$ cat config.mk
export PLATFORM = sky130hd
export DESIGN_NAME = serial_command_line_decoder_core
export DESIGN_NICKNAME = d
export VERILOG_FILES = /design/src/scld_pkg.sv /design/src/scld_front.sv /design/src/scld_fifo.sv /design/src/scld_back.sv /design/src/serial_command_line_decoder_core.sv
export SDC_FILE = /design/constraint.sdc
export NUM_CORES = 1
export LEC_CHECK = 0
export ABC_AREA = 1
export BUFFER_PORTS_ARGS = -buffer_cell sky130_fd_sc_hd__buf_2
export CELL_PAD_IN_SITES_DETAIL_PLACEMENT = 0
export CELL_PAD_IN_SITES_GLOBAL_PLACEMENT = 1
export CORE_ASPECT_RATIO = 0.5
export CORE_UTILIZATION = 45
export CTS_CLUSTER_SIZE = 16
export DETAILED_ROUTE_END_ITERATION = 8
export PLACE_DENSITY = 0.78
export SLEW_MARGIN = 30
export SYNTH_ARGS = -nofsm -noshare
export SYNTH_HDL_FRONTEND = slang
export SYNTH_HIERARCHICAL = 1
export SYNTH_SLANG_ARGS = --single-unit
$ cat constraint.sdc
create_clock -name clk -period 5.25 [get_ports clk]
set_input_delay 0.2625 -clock clk [delete_from_list [all_inputs] [get_ports clk]]
set_output_delay 0.2625 -clock clk [all_outputs]
set_load 0.005 [all_outputs]
$ cat src/scld_pkg.sv
// Shared types, codes and keyword table for the serial command line decoder.
package scld_pkg;

  localparam int LINE_CHARS_DEF = 32;
  // Longest keyword; only this many leading command characters can ever match.
  localparam int KW_CHARS = 6;
  localparam int KW_COUNT = 10;
  localparam int QUEUE_DEPTH = 4;

  localparam logic [7:0] CH_BS    = 8'h08;
  localparam logic [7:0] CH_LF    = 8'h0A;
  localparam logic [7:0] CH_CR    = 8'h0D;
  localparam logic [7:0] CH_SPACE = 8'h20;
  localparam logic [7:0] CH_PLUS  = 8'h2B;
  localparam logic [7:0] CH_MINUS = 8'h2D;
  localparam logic [7:0] CH_ZERO  = 8'h30;
  localparam logic [7:0] CH_NINE  = 8'h39;
  localparam logic [7:0] CH_TILDE = 8'h7E;
  localparam logic [7:0] CH_DEL   = 8'h7F;

  localparam logic [3:0] ACT_NONE    = 4'd0;
  localparam logic [3:0] ACT_UNKNOWN = 4'd1;
  localparam logic [3:0] ACT_KW_BASE = 4'd2;
  localparam logic [3:0] ACT_M_ON    = 4'd10;
  localparam logic [3:0] ACT_M_OFF   = 4'd11;

  typedef enum logic [1:0] {
    OP_NONE,
    OP_ARG_PUT,
    OP_ARG_DEL,
    OP_EOL
  } op_t;

  typedef struct packed {
    logic [7:0] rx_byte;
    op_t        op;
    logic [3:0] action;
  } entry_t;

  typedef enum logic [1:0] {
    BK_IDLE,
    BK_WALK,
    BK_DONE
  } back_state_t;

  // Keyword text, first character in the low byte, zero padded.
  function automatic logic [8*KW_CHARS-1:0] kw_text(input int k);
    logic [8*KW_CHARS-1:0] t;
    t = '0;
    case (k)
      0: t = 48'h00_6E_6F_2D_33_6C;  // l3-on
      1: t = 48'h66_66_6F_2D_33_6C;  // l3-off
      2: t = 48'h00_6E_6F_2D_34_6C;  // l4-on
      3: t = 48'h66_66_6F_2D_34_6C;  // l4-off
      4: t = 48'h00_6E_6F_2D_35_6C;  // l5-on
      5: t = 48'h66_66_6F_2D_35_6C;  // l5-off
      6: t = 48'h00_6E_6F_2D_36_6C;  // l6-on
      7: t = 48'h66_66_6F_2D_36_6C;  // l6-off
      8: t = 48'h00_00_6E_6F_2D_6D;  // m-on
      9: t = 48'h00_66_66_6F_2D_6D;  // m-off
      default: t = '0;
    endcase
    return t;
  endfunction

  function automatic logic [2:0] kw_len(input int k);
    logic [2:0] n;
    case (k)
      0, 2, 4, 6, 9: n = 3'd5;
      1, 3, 5, 7:    n = 3'd6;
      8:             n = 3'd4;
      default:       n = 3'd0;
    endcase
    return n;
  endfunction

endpackage

$ cat src/scld_front.sv
// Front end: accepts bytes, edits the command word, matches keywords at end of line.
module scld_front #(
  parameter int LINE_CHARS = scld_pkg::LINE_CHARS_DEF
) (
  input  logic            clk,
  input  logic            rst_n,
  input  logic            in_valid,
  output logic            in_stall,
  input  logic [7:0]      in_rx_byte,
  input  logic            q_full,
  output logic            q_push,
  output scld_pkg::entry_t q_entry
);
  import scld_pkg::*;

  localparam int LW = $clog2(LINE_CHARS + 1);

  logic [7:0]    cmd_r  [KW_CHARS];
  logic [7:0]    cmd_nxt[KW_CHARS];
  logic [7:0]    prev_r [KW_CHARS];
  logic [7:0]    prev_nxt[KW_CHARS];
  logic [7:0]    eff    [KW_CHARS];
  logic [LW-1:0] cmd_len_r, cmd_len_nxt, prev_len_r, prev_len_nxt, eff_len;
  logic          mode_r, mode_nxt;
  logic          take, is_eol, is_space, is_del, is_prt;
  logic [3:0]    action;
  logic [8*KW_CHARS-1:0] eff_flat;

  assign in_stall = q_full;
  assign take     = in_valid && !q_full;
  assign is_eol   = (in_rx_byte == CH_LF) || (in_rx_byte == CH_CR);
  assign is_space = (in_rx_byte == CH_SPACE);
  assign is_del   = (in_rx_byte == CH_BS) || (in_rx_byte == CH_DEL);
  assign is_prt   = (in_rx_byte > CH_SPACE) && (in_rx_byte <= CH_TILDE);

  always_comb begin
    eff_len = (cmd_len_r == '0) ? prev_len_r : cmd_len_r;
    for (int i = 0; i < KW_CHARS; i++) begin
      eff[i] = (cmd_len_r == '0) ? prev_r[i] : cmd_r[i];
      eff_flat[8*i +: 8] = eff[i];
    end
    action = ACT_UNKNOWN;
    for (int k = KW_COUNT - 1; k >= 0; k--) begin
      if (eff_len == LW'(kw_len(k)) && eff_flat == kw_text(k)) begin
        action = ACT_KW_BASE + 4'(k);
      end
    end
  end

  always_comb begin
    cmd_nxt      = cmd_r;
    prev_nxt     = prev_r;
    cmd_len_nxt  = cmd_len_r;
    prev_len_nxt = prev_len_r;
    mode_nxt     = mode_r;
    q_entry.rx_byte = in_rx_byte;
    q_entry.op      = OP_NONE;
    q_entry.action  = ACT_NONE;
    if (take) begin
      if (is_eol) begin
        mode_nxt     = 1'b0;
        prev_nxt     = eff;
        prev_len_nxt = eff_len;
        cmd_len_nxt  = '0;
        for (int i = 0; i < KW_CHARS; i++) cmd_nxt[i] = '0;
        q_entry.op     = OP_EOL;
        q_entry.action = action;
      end else if (is_space) begin
        mode_nxt = 1'b1;
      end else if (!mode_r) begin
        if (is_del && cmd_len_r != '0) begin
          cmd_len_nxt = cmd_len_r - LW'(1);
          for (int i = 0; i < KW_CHARS; i++) begin
            if (cmd_len_nxt == LW'(i)) cmd_nxt[i] = '0;
          end
        end else if (is_prt && cmd_len_r < LW'(LINE_CHARS)) begin
          cmd_len_nxt = cmd_len_r + LW'(1);
          for (int i = 0; i < KW_CHARS; i++) begin
            if (cmd_len_r == LW'(i)) cmd_nxt[i] = in_rx_byte;
          end
        end
      end else if (is_del) begin
        q_entry.op = OP_ARG_DEL;
      end else if (is_prt) begin
        q_entry.op = OP_ARG_PUT;
      end
    end
  end

  assign q_push = take;

  always_ff @(posedge clk) begin
    if (!rst_n) begin
      cmd_len_r  <= '0;
      prev_len_r <= '0;
      mode_r     <= 1'b0;
      for (int i = 0; i < KW_CHARS; i++) begin
        cmd_r[i]  <= '0;
        prev_r[i] <= '0;
      end
    end else begin
      cmd_len_r  <= cmd_len_nxt;
      prev_len_r <= prev_len_nxt;
      mode_r     <= mode_nxt;
      cmd_r      <= cmd_nxt;
      prev_r     <= prev_nxt;
    end
  end

endmodule

$ cat src/scld_fifo.sv
// Short queue of classified bytes between front and back.
module scld_fifo (
  input  logic             clk,
  input  logic             rst_n,
  input  logic             push,
  input  scld_pkg::entry_t push_entry,
  output logic             full,
  input  logic             pop,
  output logic             empty,
  output scld_pkg::entry_t head
);
  import scld_pkg::*;

  localparam int PW = $clog2(QUEUE_DEPTH);

  entry_t        slot_r [QUEUE_DEPTH];
  logic [PW-1:0] wr_r, rd_r;
  logic [PW:0]   cnt_r;

  assign full  = (cnt_r == (PW+1)'(QUEUE_DEPTH));
  assign empty = (cnt_r == '0);
  assign head  = slot_r[rd_r];

  always_ff @(posedge clk) begin
    if (push) slot_r[wr_r] <= push_entry;
  end

  always_ff @(posedge clk) begin
    if (!rst_n) begin
      wr_r  <= '0;
      rd_r  <= '0;
      cnt_r <= '0;
    end else begin
      if (push) wr_r <= wr_r + PW'(1);
      if (pop)  rd_r <= rd_r + PW'(1);
      cnt_r <= cnt_r + (PW+1)'(push) - (PW+1)'(pop);
    end
  end

endmodule

$ cat src/scld_back.sv
// Back end: argument word storage, decimal conversion and the result register.
module scld_back #(
  parameter int LINE_CHARS = scld_pkg::LINE_CHARS_DEF
) (
  input  logic               clk,
  input  logic               rst_n,
  input  logic               q_empty,
  input  scld_pkg::entry_t   q_head,
  output logic               q_pop,
  output logic               out_valid,
  input  logic               out_stall,
  output logic [7:0]         out_echo_byte,
  output logic [3:0]         out_action,
  output logic signed [31:0] out_motor_level
);
  import scld_pkg::*;

  localparam int LW = $clog2(LINE_CHARS + 1);
  localparam int AW = $clog2(LINE_CHARS);
  localparam logic [31:0] MAG_LIM = 32'h8000_0000;

  back_state_t   state_r, state_nxt;
  logic [7:0]    mem [LINE_CHARS];
  logic [7:0]    rd_data_r;
  logic [AW-1:0] rd_addr;
  logic          wr_en;
  logic [LW-1:0] alen_r, alen_nxt, idx_r, idx_nxt;
  logic [31:0]   mag_r, mag_nxt;
  logic          neg_r, neg_nxt;
  logic [7:0]    hold_r, hold_nxt;
  logic          ov_r, ov_nxt;
  logic [7:0]    oe_r, oe_nxt;
  logic [3:0]    oa_r, oa_nxt;
  logic [31:0]   ol_r, ol_nxt;
  logic          slot_free, is_sign, is_digit;
  logic [35:0]   m10;
  logic [31:0]   level;

  assign slot_free = !ov_r || !out_stall;
  assign is_sign   = (rd_data_r == CH_PLUS) || (rd_data_r == CH_MINUS);
  assign is_digit  = (rd_data_r >= CH_ZERO) && (rd_data_r <= CH_NINE);
  assign m10       = {4'b0, mag_r} * 36'd10 + 36'(rd_data_r - CH_ZERO);
  assign level     = neg_r ? (32'd0 - mag_r) : (mag_r[31] ? 32'h7FFF_FFFF : mag_r);

  always_ff @(posedge clk) begin
    if (wr_en) mem[alen_r[AW-1:0]] <= q_head.rx_byte;
    rd_data_r <= mem[rd_addr];
  end

  always_comb begin
    state_nxt = state_r;
    alen_nxt  = alen_r;
    idx_nxt   = idx_r;
    mag_nxt   = mag_r;
    neg_nxt   = neg_r;
    hold_nxt  = hold_r;
    ov_nxt    = ov_r && out_stall;
    oe_nxt    = oe_r;
    oa_nxt    = oa_r;
    ol_nxt    = ol_r;
    q_pop     = 1'b0;
    wr_en     = 1'b0;
    rd_addr   = '0;
    unique case (state_r)
      BK_IDLE: begin
        if (!q_empty) begin
          if (q_head.op == OP_EOL && q_head.action == ACT_M_ON) begin
            q_pop     = 1'b1;
            hold_nxt  = q_head.rx_byte;
            idx_nxt   = '0;
            mag_nxt   = '0;
            neg_nxt   = 1'b0;
            state_nxt = BK_WALK;
          end else if (slot_free) begin
            q_pop  = 1'b1;
            ov_nxt = 1'b1;
            oe_nxt = q_head.rx_byte;
            oa_nxt = q_head.action;
            ol_nxt = '0;
            unique case (q_head.op)
              OP_ARG_PUT: begin
                if (alen_r < LW'(LINE_CHARS)) begin
                  wr_en    = 1'b1;
                  alen_nxt = alen_r + LW'(1);
                end
              end
              OP_ARG_DEL: if (alen_r != '0) alen_nxt = alen_r - LW'(1);
              OP_EOL:     alen_nxt = '0;
              default:    ;
            endcase
          end
        end
      end
      BK_WALK: begin
        rd_addr = AW'(idx_r + LW'(1));
        if (idx_r < alen_r && idx_r == '0 && is_sign) begin
          neg_nxt = (rd_data_r == CH_MINUS);
          idx_nxt = idx_r + LW'(1);
        end else if (idx_r < alen_r && is_digit) begin
          mag_nxt = (m10 > 36'(MAG_LIM)) ? MAG_LIM : m10[31:0];
          idx_nxt = idx_r + LW'(1);
        end else begin
          state_nxt = BK_DONE;
        end
      end
      BK_DONE: begin
        if (slot_free) begin
          ov_nxt    = 1'b1;
          oe_nxt    = hold_r;
          oa_nxt    = ACT_M_ON;
          ol_nxt    = level;
          alen_nxt  = '0;
          state_nxt = BK_IDLE;
        end
      end
      default: state_nxt = BK_IDLE;
    endcase
  end

  always_ff @(posedge clk) begin
    if (!rst_n) begin
      state_r <= BK_IDLE;
      alen_r  <= '0;
      ov_r    <= 1'b0;
    end else begin
      state_r <= state_nxt;
      alen_r  <= alen_nxt;
      ov_r    <= ov_nxt;
    end
    idx_r  <= idx_nxt;
    mag_r  <= mag_nxt;
    neg_r  <= neg_nxt;
    hold_r <= hold_nxt;
    oe_r   <= oe_nxt;
    oa_r   <= oa_nxt;
    ol_r   <= ol_nxt;
  end

  assign out_valid       = ov_r;
  assign out_echo_byte   = oe_r;
  assign out_action      = oa_r;
  assign out_motor_level = $signed(ol_r);

endmodule

$ cat src/serial_command_line_decoder_core.sv
// Top level of the serial command line decoder: front end, queue and back end.
//
//  channel | direction | handshake          | payload
//  --------+-----------+--------------------+----------------------------------------
//  in      | input     | in_valid/in_stall  | in_rx_byte[7:0]
//  out     | output    | out_valid/out_stall| out_echo_byte[7:0], out_action[3:0],
//          |           |                    | out_motor_level[31:0] signed
//
// Every byte gives one result. Editing bytes go through a queue slot and then the
// result register. An end of line that matches m-on walks the argument word in the
// back end, one stored character per cycle off the argument memory read port. The
// queue lets the front keep taking bytes while that walk runs.
// Reset is synchronous, active low; it empties the queue and clears all words.
// out_stall holds the result register and backs up the queue; in_stall rises
// only when the queue is full.
module serial_command_line_decoder_core #(
  parameter int LINE_CHARS = scld_pkg::LINE_CHARS_DEF
) (
  input  logic               clk,
  input  logic               rst_n,
  input  logic               in_valid,
  output logic               in_stall,
  input  logic [7:0]         in_rx_byte,
  output logic               out_valid,
  input  logic               out_stall,
  output logic [7:0]         out_echo_byte,
  output logic [3:0]         out_action,
  output logic signed [31:0] out_motor_level
);
  import scld_pkg::*;

  entry_t push_entry, head;
  logic   push, full, pop, empty;

  // Classify and edit the command word; push one entry per transfer.
  scld_front #(.LINE_CHARS(LINE_CHARS)) u_front (
    .clk        (clk),
    .rst_n      (rst_n),
    .in_valid   (in_valid),
    .in_stall   (in_stall),
    .in_rx_byte (in_rx_byte),
    .q_full     (full),
    .q_push     (push),
    .q_entry    (push_entry)
  );

  scld_fifo u_fifo (
    .clk        (clk),
    .rst_n      (rst_n),
    .push       (push),
    .push_entry (push_entry),
    .full       (full),
    .pop        (pop),
    .empty      (empty),
    .head       (head)
  );

  // Edit the argument word, convert it on m-on, and drive the result register.
  scld_back #(.LINE_CHARS(LINE_CHARS)) u_back (
    .clk             (clk),
    .rst_n           (rst_n),
    .q_empty         (empty),
    .q_head          (head),
    .q_pop           (pop),
    .out_valid       (out_valid),
    .out_stall       (out_stall),
    .out_echo_byte   (out_echo_byte),
    .out_action      (out_action),
    .out_motor_level (out_motor_level)
  );

endmodule

==> metrics.md, run 1 <==
| Metric | Value |
|---|---|
| Status | completed |
| Initial antenna violation count | 1 |
| Max-slew headroom | 0.3867 |
| Reg2reg setup slack | between 0.4 and 0.5 ns |
| Asr flop ratio synth | 0 |
| Critical Path Fanout Max | 31 |
| H-Tree Depth | 2 |
| Hold Path Sink | u_fifo/cnt_r[1] |
| Leakage | 0.01307 uW |
| Most frequent cells in the layout | 713 x nand2_1, 423 x inv_1, 403 x edfxtp_1 |
| EDFF count, synth | 403 |
| # port buffers | 57 |
| Mapped Area | 29700 um2 |
| Vias | 23.31k |
| Fillers | slightly above 6k |
| Most common cell after layout, fill and taps aside | nand2_1 |
| Worst setup EP type | flip-flop |
| Mean Syn Cell Area | between 8 and 9 um2 |
| Area leader, netlist | edfxtp_1 |
| Reg2reg end | u_back/mag_r[4] |
| Routed Antenna Nets | 0 |
| Max-slew violation total from the final report | 0 |
| Yosys cell types | 62 |
| Hold path start | rst_n |
| WP data arrival | 5.26 ns |
| Synthesized instance count | between 3k and 4k |
| Site Rows | 66 |
| WHS | between 0.09 and 0.1 ns |
| First-pass GRT wire length | 122200 um |
| Nets | 3621 |
| Max_cap viols | 0 |
| Power per cell area | 525.3 nW/um2 |
| Setup-failing EPs final | 0 |
| Final hold vios | 0 |
| Min-Delay Path Class | primary input to flip-flop |
| Hpwl dp | roughly 53000 um |
| Worst slew pin tran | 0.9166 ns |
| CTS Buf Count | 50 |
| Routability cong. | 0.9030 |
| Total power | around 17000 uW |
| Total GRT Usage | 0.2315 |
| Largest cells by area after synthesis | edfxtp_1 41%, dfxtp_1 9.1%, nand2_1 9.0%, inv_1 5.4%, ha_1 5.3% |
| Minimum clock period | 4.816 ns |
| Top Ports | 58 |
| Core area | roughly 65000 um2 |
| Routed WL | 77230 um |
| Post-synthesis register bit count | 538 |
| Initial DRT Pass Iterations | 8 |
| CTS tree | yes |
| Chip height | 183.7 um |
| Synthesized net count | 3593 |
| Fmax | 207.6 MHz |
| Req. time, crit path | 5.69 ns |
| Via/cell ratio | 5.292 |
| Clock sinks | 538 |
| Number of global-route vias before repair | 22.26k |
| Reg2Reg Depth | 26 |
| Worst-skew pair later-pin latency | just over 0.6 ns |
| WS Path Type | flip-flop to flip-flop |
| Die X | 365.3 um |
| CTS clk-pin slew, worst paths | 0.09 ns |
| Maximum vdd drop | roughly 260 uV |
| Ys Warns | 6 |
| RR Startpoint | u_back/mag_r[1] |
| Share of cells above drive strength 1 | 0.1003 |
| Wire per inst | between 15 and 20 um |
| Die area | 67090 um2 |
| Sequential area share after synthesis | 0.4985 |
| Register area | 14810 um2 |
| # diodes | 0 |
| Multi-input logic area | 12550 um2 |
| Hold path cells | 3 |
| Post-synth top area share | 0.4075 |
| DR iter-0 viols | about 1.5k |
| Clk root buf | clkbuf_16 |
| DRC Markers | 0 |
| Worst Skew | around 0.033 ns |
| Clock Path Buffers | 3 |
| Remaining Overflow, GRT | 0 |
| Initial core utilization | 0.4564 |
| Main synth FF type | edfxtp_1 |
| Largest net degree at the start of global routing | 95 |
| P&R area growth vs syn | 9.282% |
| Critical path launch point type | flip-flop |
| Period Utilization, post-route | 0.9174 |
## how the worst max path moves through the flow
stage / from / to / slack (ns)
floorplan: flip-flop / u_back/alen_r[3] / 0.84
CTS: u_back/mag_r[3] / u_back/mag_r[4] / 0.20
detailed placement: u_back/mag_r[3] / u_back/mag_r[4] / 0.29
global route: u_back/mag_r[3] / u_back/mag_r[4] / -0.001
finish: u_back/mag_r[1] / u_back/mag_r[4] / 0.43
global placement: u_back/mag_r[3] / u_back/mag_r[12] / 0.25
## routing by layer
metal	part of all wire	up-vias	track usage	routed length (um)
li1	-	11700	-	-
met1	0.45	11030	0.3040	34780
met2	0.49	489	0.4067	37670
met3	0.041	86	0.02722	3182
met4	0.021	0	0.05607	1599
met5	0	-	0	0
## through the flow
step	utilization	setup WS [ns]	setup TNS [ns]	instance area, um2	cells
after global routing	0.4987	-0.001390	-0.001390	32450	4405
after detailed placement	0.4714	0.2890	0	30680	4299
after floorplan	-	0.8425	0	29700	3451
after global placement	0.4714	0.2497	0	30670	4299
final	0.4987	0.4339	0	32450	4405
after CTS	0.4977	0.1976	0	32380	4402
## flip-flops by register name (all words and copies together), names as in the netlist, named ones only
register / count
u_fifo/rd_r: 2
u_back/out_motor_level: 32
u_back/idx_r: 6
u_back/state_r: 2
u_back/mem: 256
u_back/mag_r: 32
u_back/neg_r: 1
u_back/rd_data_r: 8
u_front/prev_len_r: 6
u_fifo/cnt_r: 3
u_fifo/wr_r: 2
u_back/out_action: 4
u_front/mode_r: 1
u_fifo/slot_r: 56
u_back/alen_r: 6
u_front/prev_r: 48
u_back/out_valid: 1
u_front/cmd_len_r: 6
u_front/cmd_r: 48
u_back/out_echo_byte: 8
u_back/hold_r: 8
## critical path: stages (launching register included)
cell and delay, ns:
edfxtp_1 0.45, ha_1 0.36, ha_1 0.24, fa_1 0.44, nand3_1 0.12, nand3_1 0.19
a21boi_0 0.29, o21ai_1 0.15, a21oi_1 0.18, xnor2_1 0.18, ha_1 0.34, nand2_1 0.18
nor2_1 0.08, nor2_1 0.11, nand2_1 0.07, a21oi_1 0.22, nand2_1 0.08, nand2_1 0.06
nand2_1 0.10, nor2_1 0.11, nand2_1 0.06, nor2_1 0.11, nand2_1 0.06, nand2_1 0.06
nand3_2 0.08, buf_12 0.19, nor2_1 0.11
## synth_stat cells, types with 4 or more instances
library cell and number:
and2_1 5, nand2_1 716, nand2_2 10, edfxtp_1 403, o21a_1 8, a21o_1 6, buf_2 20, buf_6 23
or2_2 69, inv_1 427, a21oi_1 208, a211oi_1 10, o21ai_0 231, fa_1 4, buf_4 9, nor3_1 32
ha_1 126, nor3_2 7, o22ai_1 38, nand4_1 36, a31oi_1 28, xnor2_1 17, clkbuf_1 71, dfxtp_1 135
o31ai_1 4, nor2_1 380, xor2_1 23, nor2_4 6, nor4_1 4, nor2_2 30, nand3b_1 6, o211ai_1 96
nand3_2 5, o21ai_1 39, o211ai_2 14, nand3_1 153, inv_2 7, o21ai_2 10
## repair_timing
action | CTS | global route
setup endpoints to repair | 0 | 32
hold buffers | 9 | 0
resized for setup | 0 | 15
endpoints found under the hold margin | 33 | 0
buffers inserted | 0 | 3
## kinds of logic after synthesis
family	after synthesis	share of synthesized area
and+or+nand+nor	1466	0.2124
xor gates and xnor gates	40	0.01180
DFF	538	0.4985
adders and majority gates	130	0.05578
buffers and inverters	568	0.08131
AOI/OAI and AO/OA	709	0.1402
## area by class of cell
type / count / share of cell area
well taps: 884 / 0.03408
flip-flops and latches: 538 / 0.4562
clock inverters: 28 / 0.008520
multi-input cells: 2345 / 0.3867
clock buffers: 66 / 0.04133
inverters: 437 / 0.05058
repair buffers: 107 / 0.02259
## where the power goes
| part | internal (uW) | total [uW] | switching (uW) |
|---|---|---|---|
| Sequential | 5540 | 5780 | 246 |
| Clock | 2020 | 3670 | 1650 |
| Combinational | 2240 | 7600 | 5350 |
(Power assumes the default switching activity.)
==> run 2, diff against run 1 <==
ABC_AREA = not set   (was 1)
CORE_UTILIZATION = 50   (was 45)
MAX_ROUTING_LAYER = met4   (was not set)
PLACE_DENSITY = 0.81   (was 0.78)
==> run 2 against run 1 <==
The flow now finishes with violations (negative setup slack). Synthesized area decreased by 7.8%. Final area decreased by 1.7%. Global-route usage increased by 1.8 points. Register-to-register slack got worse by 0.55 ns. Clock skew decreased by 0.0065 ns. Count of clock-buffer cells in the layout unchanged. Sequential cell count unchanged. Hold slack improved by 0.091 ns. Sequential power decreased by 5.7%. Largest power group is now sequential cells.
==> metrics.md, run 2 <==
| Metric | Value |
|---|---|
| Worst Skew | 0.02606 ns |
| Routed WL | 68660 um |
| Initial core utilization | 0.5080 |
| Status | finished with violations |
| Chip height | 167.5 um |
| Mean Syn Cell Area | 11.38 um2 |
| DRC Markers | 0 |
| CTS tree | yes |
| Site Rows | 60 |
| Max_cap viols | 0 |
| Setup Slack @ Placement | -0.3147 ns |
| Failing checks | negative setup slack |
| Largest net degree at the start of global routing | 59 |
| Clock sinks | 538 |
| Critical Path Fanout Max | 6 |
| # port buffers | 57 |
| Yosys cell types | 98 |
| Period Utilization, post-route | 1.022 |
| Vias | 19.75k |
| Share of cells above drive strength 1 | 0.1942 |
| CTS Buf Count | 49 |
| Post-Layout Cell Count | about 3.4k |
| Maximum vdd drop | 296.2 uV |
| Power per cell area | 429.9 nW/um2 |
| Max reg flops | 256 |
| Hpwl dp | between 40000 and 50000 um |
| Number of global-route vias before repair | 18.93k |
| H-Tree Depth | 2 |
| Worst Slack Setup Final | -0.1140 ns |
| Clk root buf | clkbuf_16 |
| EDFF count, synth | ~400 |
| Min-Delay Path Class | primary input to flip-flop |
| Most common cell after layout, fill and taps aside | edfxtp_1 |
| RSZ-0062 raised after global routing | yes |
| WS Path Type | flip-flop to flip-flop |
| Post-synthesis register bit count | 538 |
| Synthesized instance count | about 2.4k |
| Placed insts | between 3k and 4k |
| Asr flop ratio synth | 0 |
| Nets | ~2.7k |
| Minimum clock period | around 5.4 ns |
| WP data arrival | about 5.8 ns |
| Ys Warns | 6 |
| Routed Antenna Nets | 0 |
| Clock Path Buffers | 3 |
| Die X | 333.0 um |
| Setup-failing EPs final | 24 |
| Die area | approximately 56000 um2 |
| Synthesized net count | 2548 |
| Remaining Overflow, GRT | 0 |
| Initial DRT Pass Iterations | 5 |
| Most frequent cell after synthesis | edfxtp_1 |
| Max-slew headroom | 0.2928 |
| Routability cong. | 0.9235 |
| DR iter-0 viols | around 1.7k |
| Max-slew violation total from the final report | 0 |
| Post-synth top area share | 0.4419 |
| First-pass GRT wire length | 106700 um |
| Req. time, crit path | 5.67 ns |
| Commonest cells in the netlist | 403 x edfxtp_1, 335 x nand2_1, 163 x a21oi_1, 156 x nor2_1, 135 x dfxtp_1 |
| Worst slew pin tran | 1.048 ns |
| P&R area growth vs syn | 16.49% |
| Total power | 13710 uW |
| WHS | 0.1811 ns |
| Initial antenna violation count | 3 |
| CTS clk-pin slew, worst paths | 0.07 ns |
| Via/cell ratio | between 5 and 6 |
| Sequential area share after synthesis | 0.5406 |
| Main synth FF type | edfxtp_1 |
| Leakage | 0.01155 uW |
| Final hold vios | 0 |
| Total GRT Usage | 0.2496 |
| Mapped Area | 27380 um2 |
| Area leader, netlist | edfxtp_1 |
| Largest cells by area after synthesis | edfxtp_1 44%, dfxtp_1 9.9%, ha_1 5.8%, nand2_1 4.6%, mux2i_1 4.1% |
| Most frequent cells in the layout | 403 x edfxtp_1, 329 x nand2_1, 193 x buf_4 |
| Wire per inst | approximately 20 um |
| Critical path launch point type | flip-flop |
| Top Ports | 58 |
| Worst-skew pair later-pin latency | 0.58 ns |
| Worst setup EP type | flip-flop |
| Fmax | 186.4 MHz |
| Core area | 53900 um2 |
[run 2: critical path: stages (launching register included)]
cell       delay (ns)
edfxtp_1         0.42
buf_6            0.15
ha_4             0.28
ha_4             0.21
a211oi_4         0.22
o21bai_2         0.14
o2111ai_2        0.24
a21o_1           0.20
a21boi_2         0.07
a21o_1           0.22
a31oi_1          0.21
a21oi_2          0.09
xor2_1           0.17
ha_1             0.31
buf_4            0.14
buf_4            0.15
nand4_1          0.15
nor3_1           0.09
a311oi_2         0.30
xnor2_1          0.14
nor4_1           0.24
nand4_1          0.16
o41a_1           0.40
buf_6            0.16
buf_4            0.13
buf_6            0.10
nor3b_2          0.13
[run 2: timing repair]
| item | 4_1_cts | 5_1_grt |
|---|---|---|
| gates cloned | 3 | 1 |
| setup endpoints to repair | 32 | 32 |
| pin swaps | 41 | 46 |
| endpoints found under the hold margin | 32 | 0 |
| resized for setup | 58 | 57 |
| hold buffers | 8 | 0 |
| buffers inserted | 21 | 12 |
[run 2: cell families after synthesis]
group,count (synthesis),share of synthesized area
muxes,141,0.06580
DFF,538,0.5406
xor gates and xnor gates,74,0.02422
AOI/OAI and AO/OA,517,0.1285
and+or+nand+nor,825,0.1518
buffers and inverters,181,0.02851
adders and majority gates,130,0.06050
[run 2: worst paths after layout]
| check | from | to | slack, ns | cells after the start |
|---|---|---|---|---|
| max reg2reg | u_back/mag_r[2] | u_back/mag_r[23] | -0.11 | 26 |
| max | u_back/mag_r[2] | u_back/mag_r[23] | -0.11 | 26 |
| min | rst_n | u_front/cmd_r[47] | 0.18 | 3 |
| min reg2reg | u_front/cmd_r[23] | u_front/cmd_r[23] | 0.45 | 2 |
[run 2: routing by layer]
metal / vias to the layer above / GRT usage / share of wire
met1: 9635 / 0.3443 / 0.45
met5: - / - / 0
met2: 551 / 0.3914 / 0.46
li1: 9462 / - / -
met4: 0 / 0.05931 / 0.024
met3: 104 / 0.03544 / 0.060
[run 2: report_power, final]
| part | internal (uW) | switching (uW) | leakage [uW] |
|---|---|---|---|
| registers | 5260 | 186 | 0.00472 |
| logic | 1980 | 2720 | 0.00607 |
| clock network | 2010 | 1560 | 0.000765 |
[run 2: layout make-up]
type | instances | area [um2]
fillers | 4382 | 22000
flip-flops and latches | 538 | 14800
multi-input cells | 1687 | 12380
repair buffers | 271 | 2024
clock buffers | 66 | 1310
well taps | 713 | 892.1
clock inverters | 26 | 281.5
inverters | 54 | 202.7
diodes | 2 | 5.005
[run 2: stage by stage]
step	TNS, ns	cell area, um2	utilization
floorplan	0	27410	-
finish	-1.293	31900	0.5918
global placement	-3.443	29350	0.5446
detailed placement	-5.525	29360	0.5447
CTS	-1.148	31530	0.5850
global route	-6.812	31900	0.5918
==> run 3, diff against run 2 <==
PLACE_DENSITY = 0.84   (was 0.81)
SYNTH_HIERARCHICAL = not set   (was 1)
==> run 3 against run 2 <==
The flow finishes with violations (design-rule violations, negative setup slack). Clock power hardly changed. Die area down 0.36%. Synthesized area shrank 0.36%. Wire length decreased by 3.1%. Global-route usage is 0.54 points lower. Maximum frequency fell by 2.8%. Sequential power about the same. Hold slack lost 0.054 ns. Non-clock buffer count shrank 14. Via count shrank 1.3%. First-iteration DRC count increased by 3.8%. Critical path type unchanged.
==> metrics.md, run 3 <==
| Metric | Value |
|---|---|
| Total GRT Usage | 0.2442 |
| Area leader, netlist | edfxtp_1 |
| Nets | 2736 |
| Core area | 53830 um2 |
| CTS clk-pin slew, worst paths | 0.06 ns |
| Routed WL | 66510 um |
| Hold Path Sink | u_back.out_valid |
| Commonest cells in the netlist | 403 x edfxtp_1, 309 x nand2_1, 141 x nor2_1, 135 x dfxtp_1, 126 x ha_1 |
| Min-Delay Path Class | primary input to flip-flop |
| NetSw | 4825 uW |
| RR Startpoint | u_back.mag_r[3] |
| Asr flop ratio synth | 0 |
| RSZ-0062 raised after global routing | yes |
| Initial antenna violation count | 0 |
| Power per cell area | 449.1 nW/um2 |
| Leakage | about 0.012 uW |
| Final hold vios | 0 |
| Hold path start | out_stall |
| WS Path Type | flip-flop to flip-flop |
| Setup TNS | -5.517 ns |
| Hpwl dp | around 44000 um |
| Worst-skew pair later-pin latency | 0.60 ns |
| Site Rows | 60 |
| Comb power frac | 0.365 |
| Top Ports | 58 |
| Failing checks | design-rule violations, negative setup slack |
| Fillers | 4333 |
| Max-slew violation total from the final report | 0 |
| Register area | 14800 um2 |
| Number of global-route vias before repair | 18.84k |
| Worst Skew | 0.02230 ns |
| Remaining Overflow, GRT | 0 |
| Worst setup EP type | flip-flop |
| Clock sinks | 538 |
| H-Tree Depth | 2 |
| Share of cells above drive strength 1 | 0.1720 |
| CTS Buf Count | 48 |
| Chip height | 167.2 um |
| Maximum vdd drop | 278.0 uV |
| Yosys cell types | between 80 and 90 |
| Synthesized net count | 2549 |
| P&R area growth vs syn | 15.97% |
| Post-synth top area share | 0.4435 |
| Max reg flops | 256 |
| Net Sw Frac | 0.3395 |
| Die area | around 56000 um2 |
| Minimum clock period | ~5.5 ns |
| WP data arrival | about 5.9 ns |
| Die X | 332.4 um |
| Routed Antenna Nets | 0 |
| Initial core utilization | 0.5069 |
| Largest net degree at the start of global routing | 127 |
| Multi-input logic area | between 10000 and 15000 um2 |
| Reg2reg end | u_back.mag_r[15] |
| Total power | around 14000 uW |
| Int Pwr | 9385 uW |
| Sequential area share after synthesis | 0.5426 |
| Final core utilization | 0.5878 |
| Mean Syn Cell Area | approximately 11 um2 |
| Critical path launch point type | flip-flop |
| Routability cong. | 0.9404 |
| Post-Layout Inst Area | 31640 um2 |
| Wire per inst | roughly 20 um |
| Worst Slack Setup Final | -0.2661 ns |
| Sequential power share | 0.385 |
| Setup-failing EPs final | 29 |
| DR iter-0 viols | 1734 |
| Reg2reg setup slack | -0.27 ns |
| CTS tree | yes |
| Status | finished with violations |
| DRC Markers | 2 |
| Clock Path Buffers | 3 |
| Main synth FF type | edfxtp_1 |
| Synthesized instance count | 2407 |
| Via/cell ratio | between 5 and 6 |
| Worst slew pin tran | a little under 1 ns |
| Most common cell after layout, fill and taps aside | edfxtp_1 |
| Clk root buf | clkbuf_16 |
| Reg2Reg Depth | 24 |
| Clock power share | 0.251 |
| Initial DRT Pass Iterations | 7 |
| # port buffers | between 50 and 60 |
| Hold path cells | 3 |
| Cell Area, Placed | approximately 29000 um2 |
| Vias | approximately 20k |
| Max-slew headroom | 0.3533 |
| Critical Path Fanout Max | 5 |
| EDFF count, synth | 403 |
| Most frequent cells in the layout | 403 x edfxtp_1, 304 x nand2_1, 178 x buf_4 |
| Mapped Area | ~27000 um2 |
| Ys Warns | 0 |
| Period Utilization, post-route | 1.051 |
| Most frequent cell after synthesis | edfxtp_1 |
| Largest cells by area after synthesis | edfxtp_1 44%, dfxtp_1 9.9%, ha_1 5.8%, nand2_1 4.3%, mux2i_1 3.9% |
| Post-synthesis register bit count | 538 |
| Fmax | roughly 180 MHz |
| Max_cap viols | 0 |
| Req. time, crit path | roughly 5.6 ns |
| First-pass GRT wire length | 104400 um |
-- run 3: cell families (layout without fill, tap and decap cells) --
| family | after synthesis | in the layout | share of synthesized area |
|---|---|---|---|
| simple gates | 817 | 817 | 0.1498 |
| flops | 538 | 538 | 0.5426 |
| compound gates | 516 | 516 | 0.1258 |
| buf+inv | 167 | 394 | 0.02417 |
| mux | 138 | 138 | 0.06443 |
| fa+ha+maj | 130 | 130 | 0.06072 |
| xor+xnor | 101 | 101 | 0.03242 |
| other cells | 0 | 1 | 0 |
-- run 3: layout make-up --
class	count	area share
diodes	1	0.00007909
clock buffers	59	0.03927
clock inverters	31	0.01060
inverters	47	0.005576
multi-input cells	1702	0.3862
flip-flops and latches	538	0.4679
well taps	713	0.02820
repair buffers	257	0.06224
-- run 3: repair_timing --
| item | 4_1_cts | 5_1_grt |
|---|---|---|
| hold endpoints to repair | 32 | 0 |
| cloned | 2 | 1 |
| gates resized for setup | 57 | 25 |
| pin swaps | 39 | 22 |
| buffers inserted | 15 | 5 |
| endpoints found under the setup margin | 31 | 32 |
| hold buffers | 8 | 0 |
-- run 3: through the flow --
step	std cells	hold WS, ns	setup slack (ns)
after floorplan	2407	0.3614	0.01939
after global placement	3224	0.4542	-0.2051
after global routing	3347	0.1241	-0.4322
final	3348	0.1275	-0.2661
after detailed placement	3226	0.4541	-0.3143
after CTS	3341	0.09745	-0.07669
-- run 3: how the worst max path moves through the flow --
stage,from,end,slack [ns]
2_1_floorplan,u_back.mag_r[3],u_back.mag_r[3],0.02
3_3_place_gp,u_back.mag_r[2],u_back.mag_r[1],-0.21
3_5_place_dp,u_back.mag_r[2],u_back.mag_r[1],-0.31
4_1_cts,u_back.mag_r[3],u_back.mag_r[18],-0.08
5_1_grt,u_back.mag_r[3],u_back.mag_r[14],-0.43
6_report,u_back.mag_r[3],u_back.mag_r[15],-0.27
-- run 3: power by group through the flow --
stage / clock network (uW) / logic [uW] / registers (uW)
after floorplan: 0 / 2830 / 5540
after global placement: 0 / 4720 / 5550
after detailed placement: 0 / 4770 / 5560
after CTS: 3620 / 5030 / 5470
after global routing: 3770 / 5600 / 5500
final: 3560 / 5180 / 5470
-- run 3: routing by layer --
layer / share of wire / GRT usage
met5: 0 / -
met4: 0.026 / 0.06924
met1: 0.46 / 0.3331
met3: 0.053 / 0.02849
met2: 0.46 / 0.3871
-- run 3: critical path: stages (launching register included) --
cell       delay [ns]
edfxtp_1         0.42
ha_1             0.31
ha_2             0.21
fa_2             0.35
a211oi_2         0.20
o21bai_1         0.12
a211o_1          0.33
buf_4            0.16
buf_6            0.11
nand2_4          0.06
a21boi_2         0.06
or3_1            0.38
a21oi_2          0.16
xnor2_1          0.11
ha_1             0.34
nand4_1          0.15
or3_1            0.37
o211a_1          0.28
xor2_2           0.20
nand4_1          0.08
and4b_1          0.20
a22oi_2          0.25
buf_4            0.22
clkbuf_16        0.16
nor3_2           0.04
